<file path="src/ced_pkg.sv">
`timescale 1ns / 1ps
// ----------------------------------------------------------------------------
// Canny edge stream package
// Shared constants, types and helper functions of the edge detector.
// ----------------------------------------------------------------------------
package ced_pkg;

  localparam int MaxWidthDef  = 1024;
  localparam int MaxHeightDef = 4095;

  // Configuration register indexes.
  typedef enum logic [1:0] {
    CFG_WIDTH  = 2'd0,
    CFG_HEIGHT = 2'd1,
    CFG_LOW    = 2'd2,
    CFG_HIGH   = 2'd3
  } cfg_idx_e;

  // Gradient direction sectors.
  localparam logic [1:0] SEC_HORZ    = 2'd0;
  localparam logic [1:0] SEC_DIAG_UP = 2'd1;
  localparam logic [1:0] SEC_VERT    = 2'd2;
  localparam logic [1:0] SEC_DIAG_DN = 2'd3;

  // Per-item sequencer of the top level.
  typedef enum logic [2:0] {
    ST_IDLE,
    ST_RD_TOP,
    ST_RD_MID,
    ST_GRAY,
    ST_GRAD,
    ST_MAG,
    ST_SUPP,
    ST_OUT
  } ctl_state_e;

  // Gradient unit sequencer.
  typedef enum logic [2:0] {
    GR_IDLE,
    GR_LOAD,
    GR_PROD,
    GR_ROOT,
    GR_DONE
  } grad_state_e;

  typedef logic [7:0] pix_t;
  typedef logic [2:0][2:0][7:0] gwin_t;

  // Luma with fixed-point weights 0.3, 0.59 and 0.11 scaled by 2^16.
  function automatic pix_t gray_of(input pix_t r, input pix_t g, input pix_t b);
    logic [23:0] s;
    s = 16'd19661 * r + 16'd38666 * g + 16'd7209 * b;
    return s[23:16];
  endfunction

endpackage

</file>
<file path="src/ced_grad.sv">
`timescale 1ns / 1ps
// ----------------------------------------------------------------------------
// Canny gradient unit
// Sobel gradient of a 3x3 gray window: magnitude by a bitwise square root
// and direction sector, sharing one squaring multiplier over the steps.
// ----------------------------------------------------------------------------
module ced_grad import ced_pkg::*; (
  input  logic       clk_i,
  input  logic       rst_ni,
  input  logic       start_i,
  input  gwin_t      win_i,
  output logic       done_o,
  output logic [7:0] mag_o,
  output logic [1:0] sector_o
);

  grad_state_e state_q, state_d;
  logic [2:0]  step_q;
  logic [9:0]  a_q, b_q;
  logic        gxpos_q;
  logic [19:0] a2_q, bma2_q;
  logic [20:0] s_q;
  logic [21:0] apb2_q;
  logic [7:0]  root_q;
  logic [7:0]  trial;
  logic [10:0] op;
  logic [21:0] prod;

  logic signed [11:0] gx, gy, gxn, gyn;

  // Gradient of the window, folded into the upper half plane.
  always_comb begin
    gx = ($signed({4'b0, win_i[0][2]}) + ($signed({4'b0, win_i[1][2]}) <<< 1)
          + $signed({4'b0, win_i[2][2]}))
       - ($signed({4'b0, win_i[0][0]}) + ($signed({4'b0, win_i[1][0]}) <<< 1)
          + $signed({4'b0, win_i[2][0]}));
    gy = ($signed({4'b0, win_i[2][0]}) + ($signed({4'b0, win_i[2][1]}) <<< 1)
          + $signed({4'b0, win_i[2][2]}))
       - ($signed({4'b0, win_i[0][0]}) + ($signed({4'b0, win_i[0][1]}) <<< 1)
          + $signed({4'b0, win_i[0][2]}));
    if (gy[11]) begin
      gxn = -gx;
      gyn = -gy;
    end else begin
      gxn = gx;
      gyn = gy;
    end
  end

  assign trial = root_q | (8'h80 >> step_q);

  always_comb begin
    op = '0;
    case (state_q)
      GR_PROD: begin
        case (step_q)
          3'd0:    op = {1'b0, a_q};
          3'd1:    op = {1'b0, b_q};
          3'd2:    op = {1'b0, a_q} + {1'b0, b_q};
          default: op = (b_q > a_q) ? {1'b0, b_q - a_q} : '0;
        endcase
      end
      GR_ROOT: op = {3'b0, trial};
      default: op = '0;
    endcase
  end

  assign prod = 22'(op) * 22'(op);

  always_comb begin
    state_d = state_q;
    case (state_q)
      GR_IDLE: if (start_i) state_d = GR_LOAD;
      GR_LOAD: state_d = GR_PROD;
      GR_PROD: if (step_q == 3'd3) state_d = GR_ROOT;
      GR_ROOT: if (step_q == 3'd7) state_d = GR_DONE;
      GR_DONE: state_d = GR_IDLE;
      default: state_d = GR_IDLE;
    endcase
  end

  always_ff @(posedge clk_i or negedge rst_ni) begin
    if (!rst_ni) begin
      state_q <= GR_IDLE;
      step_q  <= '0;
    end else begin
      state_q <= state_d;
      if (state_q == GR_LOAD || (state_q == GR_PROD && step_q == 3'd3)) begin
        step_q <= '0;
      end else if (state_q == GR_PROD || state_q == GR_ROOT) begin
        step_q <= step_q + 3'd1;
      end
    end
  end

  always_ff @(posedge clk_i) begin
    case (state_q)
      GR_LOAD: begin
        a_q     <= gxn[11] ? 10'(-gxn) : 10'(gxn);
        b_q     <= 10'(gyn);
        gxpos_q <= !gxn[11];
        root_q  <= '0;
      end
      GR_PROD: begin
        case (step_q)
          3'd0:    a2_q   <= prod[19:0];
          3'd1:    s_q    <= {1'b0, a2_q} + prod[20:0];
          3'd2:    apb2_q <= prod;
          default: bma2_q <= prod[19:0];
        endcase
      end
      GR_ROOT: begin
        if (prod <= {1'b0, s_q}) root_q <= trial;
      end
      default: ;
    endcase
  end

  always_comb begin
    done_o   = (state_q == GR_DONE);
    mag_o    = (s_q[20:16] != '0) ? 8'd255 : root_q;
    if (a_q == '0 && b_q == '0) begin
      sector_o = SEC_HORZ;
    end else if (apb2_q < {1'b0, a2_q, 1'b0}) begin
      sector_o = SEC_HORZ;
    end else if (b_q > a_q && {1'b0, bma2_q} > {a2_q, 1'b0}) begin
      sector_o = SEC_VERT;
    end else begin
      sector_o = gxpos_q ? SEC_DIAG_UP : SEC_DIAG_DN;
    end
  end

endmodule

</file>
<file path="config.mk">
export PLATFORM = sky130hd
export DESIGN_NAME = ced_grad
export DESIGN_NICKNAME = d
export VERILOG_FILES = /design/src/ced_pkg.sv /design/src/ced_grad.sv
export SDC_FILE = /design/constraint.sdc
export NUM_CORES = 1
export LEC_CHECK = 0
export ABC_CLOCK_PERIOD_IN_PS = 25600
export BUFFER_PORTS_ARGS = -buffer_cell sky130_fd_sc_hd__buf_2
export CAP_MARGIN = 30
export CORE_UTILIZATION = 60
export DETAILED_ROUTE_END_ITERATION = 8
export PLACE_DENSITY = 0.88
export SYNTH_ARGS = -nofsm -noshare
export SYNTH_HDL_FRONTEND = slang
export SYNTH_SLANG_ARGS = --single-unit
</file>
<file path="constraint.sdc">
create_clock -name clk_i -period 25.6 [get_ports clk_i]
set_clock_uncertainty 0.05 [all_clocks]
set_input_delay 3.84 -clock clk_i [delete_from_list [all_inputs] [get_ports clk_i]]
set_output_delay 3.84 -clock clk_i [all_outputs]
set_load 0.1 [all_outputs]
</file>
==> metrics.txt, run 1 <==
# TYPE chip_impl_metric gauge
chip_impl_metric{name="edff_count_synth",unit=""} 108
chip_impl_metric{name="syn-num-nets",unit=""} 1725
chip_impl_metric{name="finalWorstPathRequiredPeriod",unit="ns"} 10.85
chip_impl_metric{name="post_synth_inst_count",unit=""} 1346
chip_impl_metric{name="finalSetupTns",unit="ns"} 0
chip_impl_info{name="combinational_family_with_the_most_area_after_synthesis",value="adder cells"} 1
chip_impl_info{name="hold_class",value="flip-flop to flip-flop"} 1
chip_impl_metric{name="n_antenna_cell",unit=""} 0
chip_impl_metric{name="final_nets",unit=""} 1807
chip_impl_metric{name="cts.path.max_buffers",unit=""} 2
chip_impl_metric{name="netlist-cell-type-count",unit=""} 71
chip_impl_info{name="root_buffer",value="sky130_fd_sc_hd__clkbuf_16"} 1
chip_impl_metric{name="yosys.area_share.xor_xnor",unit="%"} 5.04
chip_impl_info{name="yosys_most_used_dff",value="sky130_fd_sc_hd__edfxtp_1"} 1
chip_impl_metric{name="globalplace.congestion",unit=""} 0.923
chip_impl_metric{name="drt-total-wl",unit="mm"} 30.7
chip_impl_info{name="top_layer_in_use",value="met4"} 1
chip_impl_metric{name="grt.overflow.total",unit=""} 0
chip_impl_metric{name="yosys.area_share.adder",unit="%"} 36.0
chip_impl_metric{name="critPathRequiredTime",unit="ns"} 25.69
chip_impl_metric{name="worst-r2r-cell-count",unit=""} 40
chip_impl_metric{name="setup_violations",unit=""} 0
chip_impl_metric{name="final_core_util",unit="%"} 68.1
chip_impl_metric{name="drt-initial-drc-count",unit=""} 876
chip_impl_metric{name="placement.io_buffers",unit=""} 77
chip_impl_metric{name="vias",unit=""} 10262
chip_impl_metric{name="worst_slew_pin_slew",unit="ns"} 0.956
chip_impl_metric{name="timing.critical_path.arrival",unit="ns"} 10.95
chip_impl_info{name="worst-setup-path-type",value="flip-flop to flip-flop"} 1
chip_impl_metric{name="min_path_cells",unit=""} 1
chip_impl_metric{name="fp.dieW",unit="um"} 150
chip_impl_info{name="worst_setup_path_end_kind",value="flip-flop"} 1
chip_impl_metric{name="vias_in_the_first_global_route",unit=""} 10802
chip_impl_metric{name="holdBufCountCts",unit=""} 0
chip_impl_info{name="grt_setup_unrepaired",value="no"} 1
chip_impl_metric{name="num_rows",unit=""} 53
chip_impl_metric{name="max_slew_violation_total_from_the_final_report",unit=""} 0
chip_impl_metric{name="layout-drive-gt1-share",unit="%"} 9.86
chip_impl_metric{name="floorplan.core_area",unit="um^2"} 21300
chip_impl_metric{name="routed-wl-met2",unit="mm"} 15.5
chip_impl_metric{name="cells_resized_by_post_cts_repair",unit=""} 0
chip_impl_info{name="tritoncts",value="built"} 1
chip_impl_metric{name="setup.reg_to_reg.worst_slack",unit="ns"} 14.75
chip_impl_metric{name="post-dp-hpwl",unit="mm"} 24.5
chip_impl_metric{name="post-route-period-util",unit="%"} 42.4
chip_impl_metric{name="synth_simple_gate_area_share",unit="%"} 12.9
chip_impl_metric{name="die-area",unit="um^2"} 22600
chip_impl_metric{name="postSynthAreaPerCell",unit="um^2"} 9.80
chip_impl_info{name="rr_startpoint",value="b_q[0]$_DFFE_PP_"} 1
chip_impl_metric{name="met3_routed_wl",unit="mm"} 1.94
chip_impl_metric{name="cts-buffers-inserted",unit=""} 17
chip_impl_metric{name="antenna_violating_nets_post_route",unit=""} 0
chip_impl_metric{name="crit_path_max_fanout",unit=""} 15
chip_impl_metric{name="htreeDepth",unit=""} 4
chip_impl_metric{name="synth.ff_latch_count",unit=""} 114
chip_impl_metric{name="met1Wirelength",unit="mm"} 11.8
chip_impl_metric{name="max_cap_viol_count",unit=""} 0
chip_impl_info{name="critPathLaunchType",value="flip-flop"} 1
chip_impl_metric{name="areaGrowthSynthToFinish",unit="%"} 9.93
chip_impl_metric{name="mappedNetlistArea",unit="um^2"} 13200
chip_impl_metric{name="yosysSeqAreaShare",unit="%"} 25.7
chip_impl_metric{name="hold_viol",unit=""} 0
chip_impl_metric{name="path_buf_inv",unit=""} 8
chip_impl_metric{name="max_stage_delay",unit="ns"} 0.57
chip_impl_metric{name="globalRouteTotalUtil",unit="%"} 29.2
chip_impl_info{name="min_delay_worst_endpoint",value="state_q[0]$_DFFE_PN0P_"} 1
chip_impl_metric{name="post-cts-setup-buffer-count",unit=""} 0
chip_impl_info{name="run_status",value="finished clean"} 1
chip_impl_metric{name="antenna_found_initial",unit=""} 0
chip_impl_info{name="cp_slowest_cell",value="sky130_fd_sc_hd__fa_1"} 1
chip_impl_metric{name="fmaxAchievable",unit="MHz"} 92.1
chip_impl_metric{name="async_flop_share",unit="%"} 5.26
chip_impl_info{name="hold_path_startpoint",value="state_q[2]$_DFFE_PN0P_"} 1
chip_impl_metric{name="drtPass1Iterations",unit=""} 7
chip_impl_metric{name="pin_count",unit=""} 86
chip_impl_metric{name="cts.clk_slew.worst_paths",unit="ns"} 0.06
chip_impl_metric{name="avgViaCountPerCell",unit=""} 5.98
chip_impl_metric{name="synthMuxAreaShare",unit="%"} 0.303
chip_impl_metric{name="route.detailed.drc",unit=""} 0
chip_impl_metric{name="area_fraction_in_compound_gates_after_synthesis",unit="%"} 12.7
chip_impl_metric{name="largest_net_degree_at_the_start_of_global_routing",unit=""} 23
chip_impl_metric{name="slew_margin_rel",unit="%"} 36.2
chip_impl_info{name="worstReg2RegEnd",value="root_q[6]$_SDFFCE_PN0P_"} 1
chip_impl_metric{name="chipHeight",unit="um"} 150
chip_impl_metric{name="clk_lat_worst_skew",unit="ns"} 0.44
chip_impl_info{name="top_delay_family_on_crit_path",value="compound AO/OA/AOI/OAI gates"} 1
chip_impl_metric{name="wl_per_cell",unit="um"} 17.9
chip_impl_metric{name="floorplan.initialDensity",unit="%"} 62.0
chip_impl_metric{name="grt_pass1_wl",unit="mm"} 50.8
chip_impl_metric{name="yosysWarnings",unit=""} 0
chip_impl_metric{name="tritoncts_num_sinks",unit=""} 114
==> metal layers <==
| layer | GRT usage, % | vias up |
|---|---|---|
| met4 | 15.1 | 0 |
| met3 | 5.64 | 118 |
| met2 | 51.6 | 442 |
| met5 | 0 | - |
| met1 | 33.5 | 4949 |
| li1 | - | 4753 |
==> worst register-to-register path, delay by kind of cell (launching register included) <==
family	cells	cell delay (ns)
adders and majority gates	9	3.83
AOI/OAI and AO/OA	17	4.09
DFF	1	0.50
and+or+nand+nor	5	0.91
xor gates and xnor gates	1	0.30
buffers and inverters	8	0.89
==> worst max path at each step <==
| stage | startpoint | to | slack [ns] | depth (start not counted) |
|---|---|---|---|---|
| after floorplan | b_q[0]$_DFFE_PP_ | root_q[0]$_SDFFCE_PN0P_ | 16.51 | 38 |
| after global placement | b_q[0]$_DFFE_PP_ | root_q[3]$_SDFFCE_PN0P_ | 15.15 | 38 |
| after detailed placement | b_q[0]$_DFFE_PP_ | root_q[6]$_SDFFCE_PN0P_ | 15.03 | 39 |
| after CTS | b_q[0]$_DFFE_PP_ | root_q[2]$_SDFFCE_PN0P_ | 14.91 | 40 |
| after global routing | step_q[0]$_DFFE_PN0P_ | root_q[2]$_SDFFCE_PN0P_ | 14.33 | 35 |
| final | b_q[0]$_DFFE_PP_ | root_q[6]$_SDFFCE_PN0P_ | 14.75 | 40 |
==> kinds of logic after synthesis <==
kind of cell	count (synthesis)
AOI/OAI and AO/OA	244
muxes	4
xor gates and xnor gates	76
other	2
and+or+nand+nor	353
adders and majority gates	304
DFF	114
buffers and inverters	249
==> flip-flops by register name (all words and copies together) (netlist names) <==
register / count
a_q: 10
state_q: 3
step_q: 3
apb2_q: 20
root_q: 8
bma2_q: 19
s_q: 21
a2_q: 19
b_q: 10
gxpos_q: 1
==> cell usage after synthesis, drive strengths merged (3+ instances only) <==
cell | number | share of area (%)
o22ai | 3 | 0.14
a22oi | 4 | 0.23
o221ai | 3 | 0.20
and3 | 9 | 0.46
o21bai | 10 | 0.57
o41ai | 3 | 0.34
xnor2 | 55 | 3.7
a32oi | 3 | 0.20
o21a | 11 | 0.63
o21ai | 51 | 1.9
inv | 225 | 6.4
a21o | 27 | 1.5
a21oi | 63 | 2.4
nor3b | 3 | 0.17
mux2i | 4 | 0.30
nor3 | 22 | 0.83
a31o | 5 | 0.33
ha | 177 | 17
nand2b | 24 | 1.1
o211ai | 8 | 0.46
or3 | 12 | 0.57
nand3b | 4 | 0.23
and4 | 4 | 0.27
edfxtp | 108 | 25
dfrtp | 6 | 1.1
a221o | 3 | 0.23
nand4 | 12 | 0.57
nor2b | 23 | 1.1
o31a | 3 | 0.20
o21ba | 3 | 0.23
buf | 5 | 0.28
nor4 | 8 | 0.38
a211oi | 9 | 0.55
a31oi | 5 | 0.24
and2 | 13 | 0.62
nand3 | 15 | 0.57
nand4b | 3 | 0.20
nor2 | 129 | 3.7
or2 | 7 | 0.33
a2111oi | 3 | 0.25
nand2 | 65 | 1.8
xor2 | 21 | 1.4
clkbuf | 19 | 0.54
a22o | 3 | 0.20
fa | 127 | 19
==> area by class of cell <==
class / count / area (um^2)
inverter: 225 / 845
clock buffer: 17 / 425
sequential: 114 / 3390
multi-input combinational: 983 / 8850
fill: 1484 / 6780
tap: 275 / 344
timing repair buffer: 87 / 493
clock inverter: 14 / 154
==> cells in the final DEF (no fill, tap or decap), types with 49 or more instances in the layout <==
cell,Yosys,final
sky130_fd_sc_hd__nand2_1,65,65
sky130_fd_sc_hd__o21ai_0,49,49
sky130_fd_sc_hd__nor2_1,129,128
sky130_fd_sc_hd__inv_1,224,224
sky130_fd_sc_hd__xnor2_1,55,55
sky130_fd_sc_hd__buf_2,3,78
sky130_fd_sc_hd__ha_1,177,177
sky130_fd_sc_hd__a21oi_1,62,62
sky130_fd_sc_hd__edfxtp_1,108,108
sky130_fd_sc_hd__fa_1,127,127
==> through the flow <==
stage / worst slack (ns) / instance area, um^2 / instances / hold slack, ns
after detailed placement: 15.03 / 13900 / 1683 / 0.446
after CTS: 14.91 / 14500 / 1714 / 0.456
after global placement: 15.15 / 13900 / 1680 / 0.436
after floorplan: 16.51 / 13200 / 1346 / 0.404
final: 14.75 / 14500 / 1715 / 0.469
after global routing: 14.33 / 14500 / 1715 / 0.501
Power of run 1 is left out: the tool's default activity adds up to more than one toggle a clock period on the data nets, which glitch-free logic cannot reach.
==> run 2: changes to the inputs <==
ABC_AREA = 1   (was unset)
ABC_CLOCK_PERIOD_IN_PS = 8700   (was 25600)
CORE_UTILIZATION = 57   (was 60)
clock period = 8.7 ns   (was 25.6 ns; I/O delays follow)
==> run 2 against run 1 <==
Compared with the run above:
- register-to-register slack lost 14 ns
- synthesized area grew 5.0%
- cell area grew 9.3%
- sequential share of layout area shrank 2.0 points
==> metrics.txt, run 2 <==
# TYPE chip_impl_metric gauge
chip_impl_info{name="run_status",value="finished clean"} 1
chip_impl_metric{name="crit_path_max_fanout",unit=""} 8
chip_impl_info{name="root_buffer",value="sky130_fd_sc_hd__clkbuf_16"} 1
chip_impl_metric{name="globalplace.congestion",unit=""} 0.944
chip_impl_metric{name="groute.layer.met2.usage",unit="%"} 56.5
chip_impl_metric{name="fmaxAchievable",unit="MHz"} 119
chip_impl_metric{name="netlist-cell-type-count",unit=""} 54
chip_impl_metric{name="route.detailed.drc",unit=""} 0
chip_impl_metric{name="drt-initial-drc-count",unit=""} 1180
chip_impl_metric{name="layout-drive-gt1-share",unit="%"} 15.1
chip_impl_metric{name="finalWorstPathRequiredPeriod",unit="ns"} 8.43
chip_impl_info{name="largest_registers",value="s_q: 21 flops, apb2_q: 20 flops"} 1
chip_impl_metric{name="yosysSeqAreaShare",unit="%"} 24.5
chip_impl_metric{name="clk_lat_worst_skew",unit="ns"} 0.42
chip_impl_metric{name="drt-total-wl",unit="mm"} 36.3
chip_impl_metric{name="hold_viol",unit=""} 0
chip_impl_metric{name="mappedNetlistArea",unit="um^2"} 13900
chip_impl_metric{name="cts.path.max_buffers",unit=""} 2
chip_impl_metric{name="antenna_violating_nets_post_route",unit=""} 0
chip_impl_metric{name="pin_count",unit=""} 86
chip_impl_metric{name="edff_count_synth",unit=""} 108
chip_impl_metric{name="avgViaCountPerCell",unit=""} 5.70
chip_impl_info{name="worst-setup-path-type",value="flip-flop to flip-flop"} 1
chip_impl_info{name="cp_slowest_cell",value="sky130_fd_sc_hd__fa_1"} 1
chip_impl_metric{name="synth_top_cell_area_share",unit="%"} 23.4
chip_impl_info{name="worst_setup_path_end_kind",value="flip-flop"} 1
chip_impl_info{name="hold_class",value="flip-flop to flip-flop"} 1
chip_impl_metric{name="max_cap_viol_count",unit=""} 0
chip_impl_metric{name="largest_net_degree_at_the_start_of_global_routing",unit=""} 22
chip_impl_metric{name="yosysWarnings",unit=""} 0
chip_impl_metric{name="number_of_flip_flops_under_the_largest_register_name",unit=""} 21
chip_impl_info{name="post-synth-top-area-cell",value="sky130_fd_sc_hd__edfxtp_1"} 1
chip_impl_metric{name="postSynthAreaPerCell",unit="um^2"} 8.57
chip_impl_metric{name="groute.layer.met3.usage",unit="%"} 4.43
chip_impl_info{name="top_usage_layer",value="met2"} 1
chip_impl_metric{name="finalSetupTns",unit="ns"} 0
chip_impl_metric{name="post_synth_inst_count",unit=""} 1617
chip_impl_metric{name="vias",unit=""} 11901
chip_impl_metric{name="tritoncts_num_sinks",unit=""} 114
chip_impl_info{name="layout.cells.most_common_list",value="342 x sky130_fd_sc_hd__inv_1, 295 x sky130_fd_sc_hd__nand2_1, 165 x sky130_fd_sc_hd__ha_1"} 1
chip_impl_metric{name="grt.overflow.total",unit=""} 0
chip_impl_metric{name="timing.critical_path.arrival",unit="ns"} 8.52
chip_impl_metric{name="placement.io_buffers",unit=""} 77
chip_impl_info{name="yosys_most_used_dff",value="sky130_fd_sc_hd__edfxtp_1"} 1
chip_impl_metric{name="setup_violations",unit=""} 0
chip_impl_metric{name="fraction_of_met1_tracks_used_by_global_routing",unit="%"} 31.9
chip_impl_metric{name="floorplan.core_area",unit="um^2"} 23700
chip_impl_info{name="crit_top_cell",value="sky130_fd_sc_hd__nand2_1"} 1
chip_impl_metric{name="vias_in_the_first_global_route",unit=""} 12477
chip_impl_metric{name="critPathRequiredTime",unit="ns"} 8.79
chip_impl_metric{name="syn-num-nets",unit=""} 1996
chip_impl_info{name="final_common_cell",value="sky130_fd_sc_hd__inv_1"} 1
chip_impl_metric{name="num_rows",unit=""} 56
chip_impl_info{name="tritoncts",value="built"} 1
chip_impl_metric{name="chipHeight",unit="um"} 158
chip_impl_metric{name="final_nets",unit=""} 2135
chip_impl_metric{name="globalRouteTotalUtil",unit="%"} 29.8
chip_impl_info{name="synth.most_common_cell",value="sky130_fd_sc_hd__inv_1"} 1
chip_impl_metric{name="cts-buffers-inserted",unit=""} 17
chip_impl_metric{name="antenna_found_initial",unit=""} 1
chip_impl_metric{name="floorplan.initialDensity",unit="%"} 58.5
chip_impl_metric{name="wl_per_cell",unit="um"} 17.4
chip_impl_metric{name="min_path_cells",unit=""} 1
chip_impl_info{name="registers.top_by_ff_count",value="s_q"} 1
chip_impl_metric{name="die-area",unit="um^2"} 24900
chip_impl_metric{name="worst-r2r-cell-count",unit=""} 42
chip_impl_metric{name="cts.clk_slew.worst_paths",unit="ns"} 0.06
chip_impl_info{name="synth.area.top_cells",value="sky130_fd_sc_hd__edfxtp_1 23%, sky130_fd_sc_hd__fa_1 18%, sky130_fd_sc_hd__ha_1 16%"} 1
chip_impl_metric{name="fp.dieW",unit="um"} 158
chip_impl_info{name="critPathLaunchType",value="flip-flop"} 1
chip_impl_metric{name="async_flop_share",unit="%"} 5.26
chip_impl_metric{name="htreeDepth",unit=""} 4
chip_impl_metric{name="slew_margin_rel",unit="%"} 46.5
chip_impl_metric{name="areaGrowthSynthToFinish",unit="%"} 14.4
chip_impl_metric{name="drtPass1Iterations",unit=""} 7
chip_impl_metric{name="grt_pass1_wl",unit="mm"} 57.3
chip_impl_info{name="post_synth_most_frequent_cells",value="342 x sky130_fd_sc_hd__inv_1, 301 x sky130_fd_sc_hd__nand2_1, 177 x sky130_fd_sc_hd__ha_1, 127 x sky130_fd_sc_hd__fa_1, 108 x sky130_fd_sc_hd__edfxtp_1"} 1
chip_impl_metric{name="post-dp-hpwl",unit="mm"} 28.6
chip_impl_metric{name="max_stage_delay",unit="ns"} 0.54
chip_impl_metric{name="post-route-period-util",unit="%"} 96.9
chip_impl_metric{name="synth.ff_latch_count",unit=""} 114
chip_impl_metric{name="worst_slew_pin_slew",unit="ns"} 0.782
chip_impl_metric{name="max_slew_violation_total_from_the_final_report",unit=""} 0
run 2: cell count changes after synthesis, sizes merged, moves of 17 or more:
| cell | delta |
|---|---|
| xnor2 | -37 |
| nor2b | -23 |
| nand2 | +251 |
| inv | +134 |
| nand3 | +49 |
| xor2 | +28 |
| nor2 | -30 |
| a21oi | +38 |
| a21o | -19 |
| nand2b | -24 |
| clkbuf | -17 |
run 2: repair_timing:
action / in CTS / in global routing
hold buffers: 0 / 0
gates cloned: 0 / 0
buffers inserted: 4 / 16
pin swaps: 1 / 19
endpoints found under the setup margin: 1 / 15
resized for setup: 0 / 65
run 2: layout make-up:
type                    instances  area (um^2)
diodes                          1         2.50
clock buffers                  17          425
clock inverters                15          136
fillers                      1773         7830
inverters                     359         1350
multi-input cells            1130         9310
flip-flops and latches        114         3390
well taps                     319          399
repair buffers                134          836
run 2: path summary, 6_finish.rpt:
| check | slack (ns) | endpoint | start |
|---|---|---|---|
| worst min-delay path | 0.56 | s_q[2]$_DFFE_PP_ | a2_q[2]$_DFFE_PP_ |
| worst max-delay path | 0.27 | root_q[4]$_SDFFCE_PN0P_ | step_q[0]$_DFFE_PN0P_ |
| min in group asynchronous | 0.66 | step_q[2]$_DFFE_PN0P_ | rst_ni |
| worst min register to register | 0.56 | s_q[2]$_DFFE_PP_ | a2_q[2]$_DFFE_PP_ |
| max in group asynchronous | 7.77 | step_q[1]$_DFFE_PN0P_ | rst_ni |
| worst max register to register | 0.27 | root_q[4]$_SDFFCE_PN0P_ | step_q[0]$_DFFE_PN0P_ |
run 2: kinds of logic (layout without fill, tap and decap cells):
logic type / count (synthesis) / in the layout / share of synthesized area, %
xor gates and xnor gates: 67 / 67 / 4.29
buffers and inverters: 373 / 525 / 10.6
DFF: 114 / 114 / 24.5
other: 2 / 3 / 0.0542
and+or+nand+nor: 539 / 539 / 17.0
adders and majority gates: 304 / 304 / 34.3
AOI/OAI and AO/OA: 218 / 218 / 9.23
run 2: layer usage:
metal / share of wire, % / vias to the layer above
met5: 0 / -
met4: 5.3 / 0
met3: 6.8 / 165
met2: 52 / 577
met1: 36 / 5655
li1: - / 5504
run 2: metrics by stage:
step | instances | area, um^2 | setup slack [ns] | utilization [%] | hold WS [ns]
floorplan | 1617 | 13900 | 0.552 | - | 0.512
global placement | 2033 | 14800 | 0.324 | 62.5 | 0.529
detailed placement | 2036 | 14800 | 0.0434 | 62.6 | 0.541
CTS | 2072 | 15400 | 0.000184 | 65.1 | 0.555
global route | 2089 | 15900 | -0.149 | 66.9 | 0.570
finish | 2089 | 15900 | 0.268 | 66.9 | 0.559
run 2: critical path, delay by kind of cell, from the launching register on:
family,cells,cell delay [ns]
DFF,1,0.42
buffers and inverters,12,1.25
AOI/OAI and AO/OA,8,1.71
adders and majority gates,8,3.44
and+or+nand+nor,13,1.06
xor gates and xnor gates,1,0.19
Power of run 2 is left out for the same reason.
==> run 3: changes to the inputs <==
ABC_AREA = unset   (was 1)
GPL_ROUTABILITY_DRIVEN = 0   (was unset)
REMOVE_ABC_BUFFERS = 1   (was unset)
==> run 3 against run 2 <==
Compared with the run above:
- the run now ends with setup timing left
- critical path type unchanged
- cell count decreased by 9.9%
- core utilization is 4.7 points higher
- worst setup slack got worse by 0.80 ns
- register-to-register slack got worse by 0.80 ns
- non-clock buffer count grew 109
- sequential share of layout area is 0.49 points lower
- via count down 0.53%
- critical path depth down 3
==> metrics.txt, run 3 (synthesis gave the netlist of run 1 again) <==
# TYPE chip_impl_metric gauge
chip_impl_metric{name="post-dp-hpwl",unit="mm"} 26.8
chip_impl_metric{name="holdBufCountCts",unit=""} 0
chip_impl_metric{name="worst_slew_pin_slew",unit="ns"} 0.808
chip_impl_metric{name="tritoncts_num_sinks",unit=""} 114
chip_impl_metric{name="max_slew_violation_total_from_the_final_report",unit=""} 0
chip_impl_metric{name="pin_count",unit=""} 86
chip_impl_info{name="tritoncts",value="built"} 1
chip_impl_metric{name="floorplan.core_area",unit="um^2"} 22600
chip_impl_metric{name="slew_margin_rel",unit="%"} 46.1
chip_impl_metric{name="cts-buffers-inserted",unit=""} 17
chip_impl_metric{name="final.hold.worst_slack",unit="ns"} 0.466
chip_impl_info{name="worst-setup-path-type",value="flip-flop to flip-flop"} 1
chip_impl_metric{name="vias",unit=""} 11838
chip_impl_metric{name="cts.path.max_buffers",unit=""} 2
chip_impl_metric{name="nFillCells",unit=""} 1352
chip_impl_metric{name="number_of_flip_flops_under_the_largest_register_name",unit=""} 21
chip_impl_info{name="final_common_cell",value="sky130_fd_sc_hd__inv_1"} 1
chip_impl_metric{name="post-route-period-util",unit="%"} 106
chip_impl_info{name="crit_top_cell",value="sky130_fd_sc_hd__fa_1"} 1
chip_impl_metric{name="critPathRequiredTime",unit="ns"} 8.77
chip_impl_metric{name="htreeDepth",unit=""} 4
chip_impl_metric{name="chipHeight",unit="um"} 154
chip_impl_info{name="largest_registers",value="s_q: 21 flops, apb2_q: 20 flops"} 1
chip_impl_metric{name="route.detailed.drc",unit=""} 0
chip_impl_metric{name="antenna_violating_nets_post_route",unit=""} 0
chip_impl_metric{name="placement.io_buffers",unit=""} 77
chip_impl_metric{name="fmaxAchievable",unit="MHz"} 108
chip_impl_metric{name="fp.dieW",unit="um"} 154
chip_impl_metric{name="clk_lat_worst_skew",unit="ns"} 0.42
chip_impl_metric{name="drt-initial-drc-count",unit=""} 1356
chip_impl_metric{name="largest_net_degree_at_the_start_of_global_routing",unit=""} 22
chip_impl_metric{name="globalRouteTotalUtil",unit="%"} 33.2
chip_impl_metric{name="setup_violations",unit=""} 17
chip_impl_metric{name="num_rows",unit=""} 55
chip_impl_metric{name="n_antenna_cell",unit=""} 0
chip_impl_metric{name="finalWorstSetupSlack",unit="ns"} -0.528
chip_impl_metric{name="floorplan.initialDensity",unit="%"} 58.3
chip_impl_metric{name="layout-drive-gt1-share",unit="%"} 24.5
chip_impl_metric{name="final_nets",unit=""} 1963
chip_impl_metric{name="avgViaCountPerCell",unit=""} 6.29
chip_impl_metric{name="wl_per_cell",unit="um"} 21.8
chip_impl_metric{name="vias_in_the_first_global_route",unit=""} 12433
chip_impl_metric{name="cts.clk_slew.worst_paths",unit="ns"} 0.06
chip_impl_info{name="violations",value="setup timing"} 1
chip_impl_metric{name="finalWorstPathRequiredPeriod",unit="ns"} 9.23
chip_impl_metric{name="grt_pass1_wl",unit="mm"} 60.8
chip_impl_info{name="registers.top_by_ff_count",value="s_q"} 1
chip_impl_metric{name="areaGrowthSynthToFinish",unit="%"} 22.9
chip_impl_metric{name="max_cap_viol_count",unit=""} 0
chip_impl_info{name="layout.cells.most_common_list",value="212 x sky130_fd_sc_hd__inv_1, 166 x sky130_fd_sc_hd__ha_1, 156 x sky130_fd_sc_hd__buf_4"} 1
chip_impl_metric{name="drt-total-wl",unit="mm"} 40.9
chip_impl_metric{name="max_stage_delay",unit="ns"} 0.57
chip_impl_metric{name="timing.critical_path.arrival",unit="ns"} 9.30
chip_impl_metric{name="grt.overflow.total",unit=""} 0
chip_impl_metric{name="die-area",unit="um^2"} 23800
chip_impl_info{name="hold_class",value="flip-flop to flip-flop"} 1
chip_impl_info{name="run_status",value="complete, but fails checks"} 1
chip_impl_info{name="cp_slowest_cell",value="sky130_fd_sc_hd__fa_1"} 1
chip_impl_info{name="grt_setup_unrepaired",value="yes"} 1
chip_impl_info{name="root_buffer",value="sky130_fd_sc_hd__clkbuf_16"} 1
chip_impl_metric{name="hold_viol",unit=""} 0
chip_impl_info{name="worst_setup_path_end_kind",value="flip-flop"} 1
chip_impl_metric{name="crit_path_max_fanout",unit=""} 8
chip_impl_metric{name="drtPass1Iterations",unit=""} 7
chip_impl_info{name="critPathLaunchType",value="flip-flop"} 1
chip_impl_metric{name="antenna_found_initial",unit=""} 1
## run 3: stage by stage
step / setup slack, ns / setup TNS (ns) / instances / cell area, um^2 / util [%]
2_1_floorplan: -0.572 / -4.59 / 1322 / 13100 / -
3_3_place_gp: -0.320 / -3.89 / 1823 / 14900 / 65.7
3_5_place_dp: -0.599 / -7.27 / 1823 / 14900 / 65.7
4_1_cts: -0.101 / -0.789 / 1866 / 15800 / 69.7
5_1_grt: -0.810 / -11.57 / 1882 / 16200 / 71.6
6_report: -0.528 / -6.68 / 1882 / 16200 / 71.6
## run 3: layer usage
metal  part of all wire (%)  track usage, %  up-vias
met1                     32            34.9     5566
met5                  0.032               0        -
li1                       -               -     5067
met3                     11            10.1      350
met4                    9.3            22.4        2
met2                     48            57.4      853
## run 3: final timing paths
path / from / end / slack, ns / depth (start not counted)
hold / removal: state_q[2]$_DFFE_PN0P_ / state_q[0]$_DFFE_PN0P_ / 0.47 / 1
hold reg to reg: state_q[2]$_DFFE_PN0P_ / state_q[0]$_DFFE_PN0P_ / 0.47 / 1
max in group asynchronous: rst_ni / step_q[0]$_DFFE_PN0P_ / 7.80 / 1
setup reg to reg: b_q[0]$_DFFE_PP_ / root_q[6]$_SDFFCE_PN0P_ / -0.53 / 39
min in group asynchronous: rst_ni / step_q[2]$_DFFE_PN0P_ / 0.64 / 1
setup / recovery: b_q[0]$_DFFE_PP_ / root_q[6]$_SDFFCE_PN0P_ / -0.53 / 39
## run 3: timing repair
item | 4_1_cts | 5_1_grt
setup endpoints to repair | 16 | 18
buffers inserted | 12 | 18
pin swaps | 51 | 40
resized for setup | 64 | 67
endpoints found under the hold margin | 0 | 0
## run 3: worst max-delay path, delay by kind of cell (launching register included)
kind | cells | cell delay [ns]
adder cells (fa/ha/maj) | 9 | 3.46
AO/OA/AOI/OAI | 15 | 3.11
AND/OR/NAND/NOR | 7 | 1.02
buffers and inverters | 7 | 0.79
flip-flops | 1 | 0.38
XOR/XNOR | 1 | 0.11
## run 3: area by class of cell
type	instances	area [um^2]	share of cell area, %
multi-input cells	983	9420	58.1
flip-flops and latches	114	3390	20.9
repair buffers	243	1670	10.3
inverters	225	845	5.21
clock buffers	18	429	2.65
well taps	285	357	2.20
clock inverters	14	108	0.663
Power of run 3 is left out for the same reason.
